**src/rtl/core/aes_pkg.sv**
```systemverilog
// Shared types, constants and functions of the AES-CBC block engine.
package aes_pkg;

  localparam int NR_MAX = 14;

  typedef logic [7:0]   byte_t;
  typedef logic [127:0] blk_t;

  localparam logic [2:0] REG_MODE  = 3'd0;
  localparam logic [2:0] REG_KEY0  = 3'd1;
  localparam logic [2:0] REG_KEY3  = 3'd4;
  localparam logic [2:0] REG_IVH   = 3'd5;
  localparam logic [2:0] REG_IVL   = 3'd6;

  // Commands from the controller to the datapath.
  typedef struct packed {
    logic       key_clear;
    logic       key_step;
    logic       load;
    logic       round;
    logic       final_rnd;
    logic       finish;
    logic [3:0] rk_idx;
  } ctl_t;

  localparam byte_t SBOX [256] = '{
    8'h63,8'h7c,8'h77,8'h7b,8'hf2,8'h6b,8'h6f,8'hc5,8'h30,8'h01,8'h67,8'h2b,8'hfe,8'hd7,8'hab,8'h76,
    8'hca,8'h82,8'hc9,8'h7d,8'hfa,8'h59,8'h47,8'hf0,8'had,8'hd4,8'ha2,8'haf,8'h9c,8'ha4,8'h72,8'hc0,
    8'hb7,8'hfd,8'h93,8'h26,8'h36,8'h3f,8'hf7,8'hcc,8'h34,8'ha5,8'he5,8'hf1,8'h71,8'hd8,8'h31,8'h15,
    8'h04,8'hc7,8'h23,8'hc3,8'h18,8'h96,8'h05,8'h9a,8'h07,8'h12,8'h80,8'he2,8'heb,8'h27,8'hb2,8'h75,
    8'h09,8'h83,8'h2c,8'h1a,8'h1b,8'h6e,8'h5a,8'ha0,8'h52,8'h3b,8'hd6,8'hb3,8'h29,8'he3,8'h2f,8'h84,
    8'h53,8'hd1,8'h00,8'hed,8'h20,8'hfc,8'hb1,8'h5b,8'h6a,8'hcb,8'hbe,8'h39,8'h4a,8'h4c,8'h58,8'hcf,
    8'hd0,8'hef,8'haa,8'hfb,8'h43,8'h4d,8'h33,8'h85,8'h45,8'hf9,8'h02,8'h7f,8'h50,8'h3c,8'h9f,8'ha8,
    8'h51,8'ha3,8'h40,8'h8f,8'h92,8'h9d,8'h38,8'hf5,8'hbc,8'hb6,8'hda,8'h21,8'h10,8'hff,8'hf3,8'hd2,
    8'hcd,8'h0c,8'h13,8'hec,8'h5f,8'h97,8'h44,8'h17,8'hc4,8'ha7,8'h7e,8'h3d,8'h64,8'h5d,8'h19,8'h73,
    8'h60,8'h81,8'h4f,8'hdc,8'h22,8'h2a,8'h90,8'h88,8'h46,8'hee,8'hb8,8'h14,8'hde,8'h5e,8'h0b,8'hdb,
    8'he0,8'h32,8'h3a,8'h0a,8'h49,8'h06,8'h24,8'h5c,8'hc2,8'hd3,8'hac,8'h62,8'h91,8'h95,8'he4,8'h79,
    8'he7,8'hc8,8'h37,8'h6d,8'h8d,8'hd5,8'h4e,8'ha9,8'h6c,8'h56,8'hf4,8'hea,8'h65,8'h7a,8'hae,8'h08,
    8'hba,8'h78,8'h25,8'h2e,8'h1c,8'ha6,8'hb4,8'hc6,8'he8,8'hdd,8'h74,8'h1f,8'h4b,8'hbd,8'h8b,8'h8a,
    8'h70,8'h3e,8'hb5,8'h66,8'h48,8'h03,8'hf6,8'h0e,8'h61,8'h35,8'h57,8'hb9,8'h86,8'hc1,8'h1d,8'h9e,
    8'he1,8'hf8,8'h98,8'h11,8'h69,8'hd9,8'h8e,8'h94,8'h9b,8'h1e,8'h87,8'he9,8'hce,8'h55,8'h28,8'hdf,
    8'h8c,8'ha1,8'h89,8'h0d,8'hbf,8'he6,8'h42,8'h68,8'h41,8'h99,8'h2d,8'h0f,8'hb0,8'h54,8'hbb,8'h16
  };

  function automatic byte_t inv_sbox(input byte_t v);
    byte_t r;
    r = 8'h00;
    for (int i = 0; i < 256; i++) begin
      if (SBOX[i] == v) r = 8'(i);
    end
    return r;
  endfunction

  function automatic byte_t xtime(input byte_t a);
    return {a[6:0], 1'b0} ^ (a[7] ? 8'h1b : 8'h00);
  endfunction

  // Byte k of a block, byte 0 in the top bits.
  function automatic byte_t bget(input blk_t b, input int k);
    return b[127-8*k -: 8];
  endfunction

endpackage

```
**src/rtl/core/aes_ctrl.sv**
```systemverilog
// Controller state machine: key expansion sweep and round sequencing.
module aes_ctrl #(
  parameter int NR = 14,
  parameter int NW = 60
) (
  input  logic          clk,
  input  logic          rst_n,
  input  logic          key_dirty,
  input  logic          in_fire,
  input  logic          out_busy,
  input  logic          decrypt,
  output logic          accept_ok,
  output aes_pkg::ctl_t ctl
);
  localparam logic [1:0] S_KEY  = 2'd0;
  localparam logic [1:0] S_IDLE = 2'd1;
  localparam logic [1:0] S_RUN  = 2'd2;
  localparam logic [1:0] S_DONE = 2'd3;

  logic [1:0] state_r, state_nxt;
  logic [5:0] cnt_r, cnt_nxt;

  always_ff @(posedge clk) begin
    if (!rst_n) begin
      state_r <= S_KEY;
      cnt_r   <= '0;
    end else begin
      state_r <= state_nxt;
      cnt_r   <= cnt_nxt;
    end
  end

  always_comb begin
    state_nxt = state_r;
    cnt_nxt   = cnt_r;
    ctl       = '0;
    accept_ok = 1'b0;
    case (state_r)
      S_KEY: begin
        ctl.key_step = 1'b1;
        ctl.key_clear = (cnt_r == 6'd0);
        if (cnt_r == 6'(NW - 1)) begin
          state_nxt = S_IDLE;
          cnt_nxt   = '0;
        end else begin
          cnt_nxt = cnt_r + 6'd1;
        end
      end
      S_IDLE: begin
        if (key_dirty) begin
          state_nxt = S_KEY;
          cnt_nxt   = '0;
        end else begin
          accept_ok = !out_busy;
          ctl.rk_idx = decrypt ? 4'(NR) : 4'd0;
          if (in_fire) begin
            ctl.load  = 1'b1;
            state_nxt = S_RUN;
            cnt_nxt   = 6'd1;
          end
        end
      end
      S_RUN: begin
        ctl.round     = 1'b1;
        ctl.final_rnd = (cnt_r == 6'(NR));
        ctl.rk_idx    = decrypt ? 4'(NR - 32'(cnt_r)) : cnt_r[3:0];
        if (cnt_r == 6'(NR)) state_nxt = S_DONE;
        else cnt_nxt = cnt_r + 6'd1;
      end
      S_DONE: begin
        ctl.finish = 1'b1;
        state_nxt  = S_IDLE;
      end
      default: state_nxt = S_KEY;
    endcase
  end
endmodule

```
**config.mk**
```make
export PLATFORM = sky130hd
export DESIGN_NAME = aes_ctrl
export DESIGN_NICKNAME = d
export VERILOG_FILES = /design/src/rtl/core/aes_pkg.sv /design/src/rtl/core/aes_ctrl.sv
export SDC_FILE = /design/constraint.sdc
export NUM_CORES = 1
export LEC_CHECK = 0
export ABC_AREA = 1
export BUFFER_PORTS_ARGS = -buffer_cell sky130_fd_sc_hd__buf_2
export CAP_MARGIN = 20
export CORE_ASPECT_RATIO = 1.2
export CORE_UTILIZATION = 45
export CTS_BUF_LIST = sky130_fd_sc_hd__clkbuf_8
export DETAILED_ROUTE_END_ITERATION = 8
export PLACE_DENSITY_LB_ADDON = 0.3
export SLEW_MARGIN = 10
export SYNTH_ARGS = -nofsm -noshare
export SYNTH_HDL_FRONTEND = slang
export SYNTH_SLANG_ARGS = --single-unit
```
**constraint.sdc**
```tcl
create_clock -name clk -period 2.1 [get_ports clk]
set_clock_uncertainty 0.1 [all_clocks]
set_input_delay 0.315 -clock clk [delete_from_list [all_inputs] [get_ports clk]]
set_output_delay 0.315 -clock clk [all_outputs]
set_load 0.01 [all_outputs]
```
* Yosys cells after proc, flatten, opt, wreduce, memory -nomap -nowiden
Index checks and enable logic that the tools add are counted.
Word-level totals: bits in registers 8, bits in latches 0, bits in writable memories 0, memory bits (read-only) 0, output and inout port bits 11, word-level logic and storage cells 41, memories kept 0
Cells by class: add/subtract/negate cells 2, $mul 0, div/mod/pow operators 0, order comparisons 0, equality and inequality tests 9, shift-type cells 0, muxes and demuxes 22, bitwise gates (word level) 0, reduce and logical (&&, ||, !) cells 6
Operator list (count):
- two-way mux 6 bit | 4
- one-hot mux 6 bit (3 select lines) | 1
- two-way mux 2 bit | 6
- two-way mux 4 bit | 3
- one-hot mux 2 bit (4 select lines) | 1
- one-hot mux 4 bit (2 select lines) | 1
- adder 6 x 1 -> 6 bit (second input constant) | 1
- == test 6 x 4 -> 1 bit (second input constant) | 1
- == test 6 bit (second input constant) | 1
- logical NOT 6 bit | 1
- two-way mux 1 bit | 6
- != test 2 bit (second input constant) | 3
- AND reduction 3 bit | 2
- == test 2 bit (second input constant) | 2
- subtractor 4 bit (first input constant) | 1
- != test 3 bit (second input constant) | 1
- nonzero test 3 bit | 1
- == test 2 x 1 -> 1 bit (second input constant) | 1
- logical NOT 2 bit | 1
- logical NOT 1 bit | 1

* Depth between registers and ports, before layout
depth after elaboration 3, depth in mapped cells 10, mapped depth without buffers 10

* Least setup slack after synthesis
OpenSTA, ideal clock, no wires.
path type register to output, from register state_r[0], to output ctl[1] (netlist bit), arrival 1268 ps, slack 417 ps, stages on the path, launching flop included 7, buffers on the path 0, path through dfxtp_1 -> inv_1 -> ha_1 -> inv_1 -> a21oi_1 -> o21ai_0 -> a21oi_1
RTL lines:
- from (decl) | line aes_ctrl.sv:20 | logic [1:0] state_r, state_nxt;
- from (signal assigned) | line aes_ctrl.sv:28 | state_r <= state_nxt;
- to (decl) | line aes_ctrl.sv:13 | output aes_pkg::ctl_t ctl

==> flow_metrics.py <==
metrics = {
    "run_status": {
        "outcome": "completed",
    },
    "worst_hold_path": {
        "hold_start": "rst_n",
        "holdCritPathClass": "primary input to flop",
    },
    "clock_tree": {
        "cts_buffers": 3,
        "cts_buffer_depth": 2,
        "clk_latency_ns": 0.23,
        "hold_buffers": 0,
        "cts_resized": 0,
        "cts.clk_slew.worst_paths_ns": 0.04,
        "root_buffer": "clkbuf_8",
        "htree_levels": 1,
        "cts.sink_count": 8,
        "post-cts-setup-buffer-count": 0,
        "tritoncts": "done",
    },
    "floorplan": {
        "coreArea_um2": 1500,
        "rows": 15,
        "io_pins": 17,
        "die_area_um2": 1850,
        "initial_core_util_pct": 50.3,
        "die_h_um": 46.9,
        "dieWidth_um": 39.4,
    },
    "yosys": {
        "yosys_warnings": 0,
        "synth_area_leader_cell": "dfxtp_1",
        "syn_inst": 119,
        "ys_seq_area_share_pct": 21.2,
        "yosys_register_bits": 8,
        "avgSynthCellArea_um2": 6.35,
        "synth_top_area_share_pct": 21.2,
        "synthesis.area_um2": 756,
        "yosysUniqueCellTypes": 19,
        "synth_nets": 133,
        "synth.area.top_cells": "dfxtp_1 21%, nand2_1 16%, ha_1 13%",
    },
    "routing": {
        "routedWlPerCell_um": 11.1,
        "drt_iter0_markers": 22,
        "drt_pass1_iterations": 4,
        "antenna_left": 0,
        "routed_wl_mm": 1.72,
        "drc": 0,
        "num_vias": 780,
        "viasPerCell": 5.03,
    },
    "setup_path": {
        "cp.buffers_inverters": 3,
        "r2r_start": "state_r[1]$_SDFFE_PN0P_",
        "crit_path_end_kind": "output port",
        "worstPathRequired_ns": 1.68,
        "worstSetupPathType": "flop to output port",
        "cp-start-kind": "flop",
        "crit_start": "state_r[0]$_SDFFE_PN0P_",
        "slowest_delay_ns": 0.34,
        "path_delay_family": "buffers and inverters",
        "cp_max_fo": 6,
        "cpMaxStageDelayCell": "dfxtp_1",
        "crit_chain": "inv_1 > ha_2 > inv_1 > a21oi_1 > o21ai_0 > a21oi_1 > buf_2",
        "arrival_ns": 1.56,
    },
    "placed_design": {
        "dp.final_hpwl_mm": 1.37,
        "gp_congestion": 0.954,
        "numPortBuffers": 16,
    },
    "layout": {
        "final_common_cell": "nand2_1",
        "syn_to_final_growth_pct": 19.7,
        "layout_common_cells": "33 x nand2_1, 20 x inv_1, 16 x buf_2, 13 x nor2_1",
        "nets": 154,
        "antenna_cells": 0,
        "drive_gt1_share_pct": 23.2,
    },
    "power_and_ir_drop": {
        "ir_worst_vdd_uv": 715,
        "p_leak_nw": 0.460,
        "total_power_mw": 0.958,
        "powerDensity_nw_per_um2": 1060,
    },
    "flow_run": {
        "cap_violations": 0,
    },
    "global_routing": {
        "antenna_found_initial": 0,
        "first_global_vias": 631,
        "gr-total-overflow": 0,
        "grt_max_degree": 10,
        "grt_use_total_pct": 20.6,
        "grt_pass1_wl_mm": 2.65,
    },
    "timing": {
        "post-route-period-util_pct": 94.0,
        "worst_pin_slew_ns": 0.279,
        "slew_viol_final": 0,
        "finalHoldViolCount": 0,
        "clock.fmax_mhz": 506,
        "slew_headroom_pct": 81.4,
        "rsz0062_at_grt": "no",
        "fin_crit_ns": 1.97,
        "final.setup.tns_ns": 0,
        "setup_viol": 0,
    },
}
[kinds of logic after synthesis]
kind of cell | after synthesis | share of synthesized area, %
xor+xnor | 2 | 2.32
flops | 8 | 21.2
simple gates | 69 | 44.4
fa+ha+maj | 8 | 13.2
buf+inv | 21 | 10.8
compound gates | 11 | 8.11
[state kept, by name (all words and copies together), names as in the netlist]
signal   count
state_r      2
cnt_r        6
[Yosys cell counts, drive strengths merged]
cell    instances
nor2           17
a21oi           5
o21ai           5
nor3            2
nand4           6
dfxtp           8
inv            21
ha              8
o211ai          1
nand2          37
xor2            2
nand3           7
[cell type report]
type                            instances  area (um2)
Clock buffer                            3        41.3
Timing Repair Buffer                   16        80.1
Multi-Input combinational cell         90         519
Tap cell                               17        21.3
Fill cell                             151         597
Inverter                               21        81.3
Sequential cell                         8         161
[metal layers]
layer	GRT usage (%)	wire [um]	up-vias	part of all wire (%)
li1	-	-	411	-
met2	33.4	847	19	49
met1	26.0	786	345	46
met4	11.0	33	0	1.9
met3	2.84	55	5	3.2
met5	0	0	-	0
[through the flow]
step | cell area [um2] | utilization (%) | hold WS (ns) | cells | setup WS (ns)
floorplan | 756 | - | 0.336 | 119 | 0.417
global placement | 857 | 57.1 | 0.469 | 152 | 0.397
detailed placement | 857 | 57.1 | 0.477 | 152 | 0.326
CTS | 898 | 59.8 | 0.255 | 155 | 0.0638
global route | 905 | 60.3 | 0.261 | 155 | 0.000570
finish | 905 | 60.3 | 0.251 | 155 | 0.125
[worst paths after layout]
check / end / slack, ns / cells past startpoint
worst max-delay path: ctl[1] / 0.13 / 7
worst min-delay path: state_r[1]$_SDFFE_PN0P_ / 0.25 / 3
worst max register to register: cnt_r[1]$_SDFFE_PN0P_ / 0.44 / 10
worst min register to register: cnt_r[5]$_SDFFE_PN0P_ / 0.48 / 3
[report_power, final]
group          internal (mW)  switching, mW  total, mW
Clock                  0.125         0.0682      0.193
Combinational          0.187          0.324      0.511
Sequential             0.196         0.0576      0.254
Total                  0.508          0.450      0.958
[worst register-to-register path, cell delays in order (launching register included)]
cell and delay, ns:
dfxtp_1 0.35, inv_1 0.10, ha_1 0.20, inv_1 0.07
nor2_2 0.05, a21oi_2 0.26, nand2_4 0.15, inv_4 0.08
nand2_4 0.04, nand2_4 0.09, nor2_1 0.05
No activity file was read; power rests on OpenSTA's default activity.
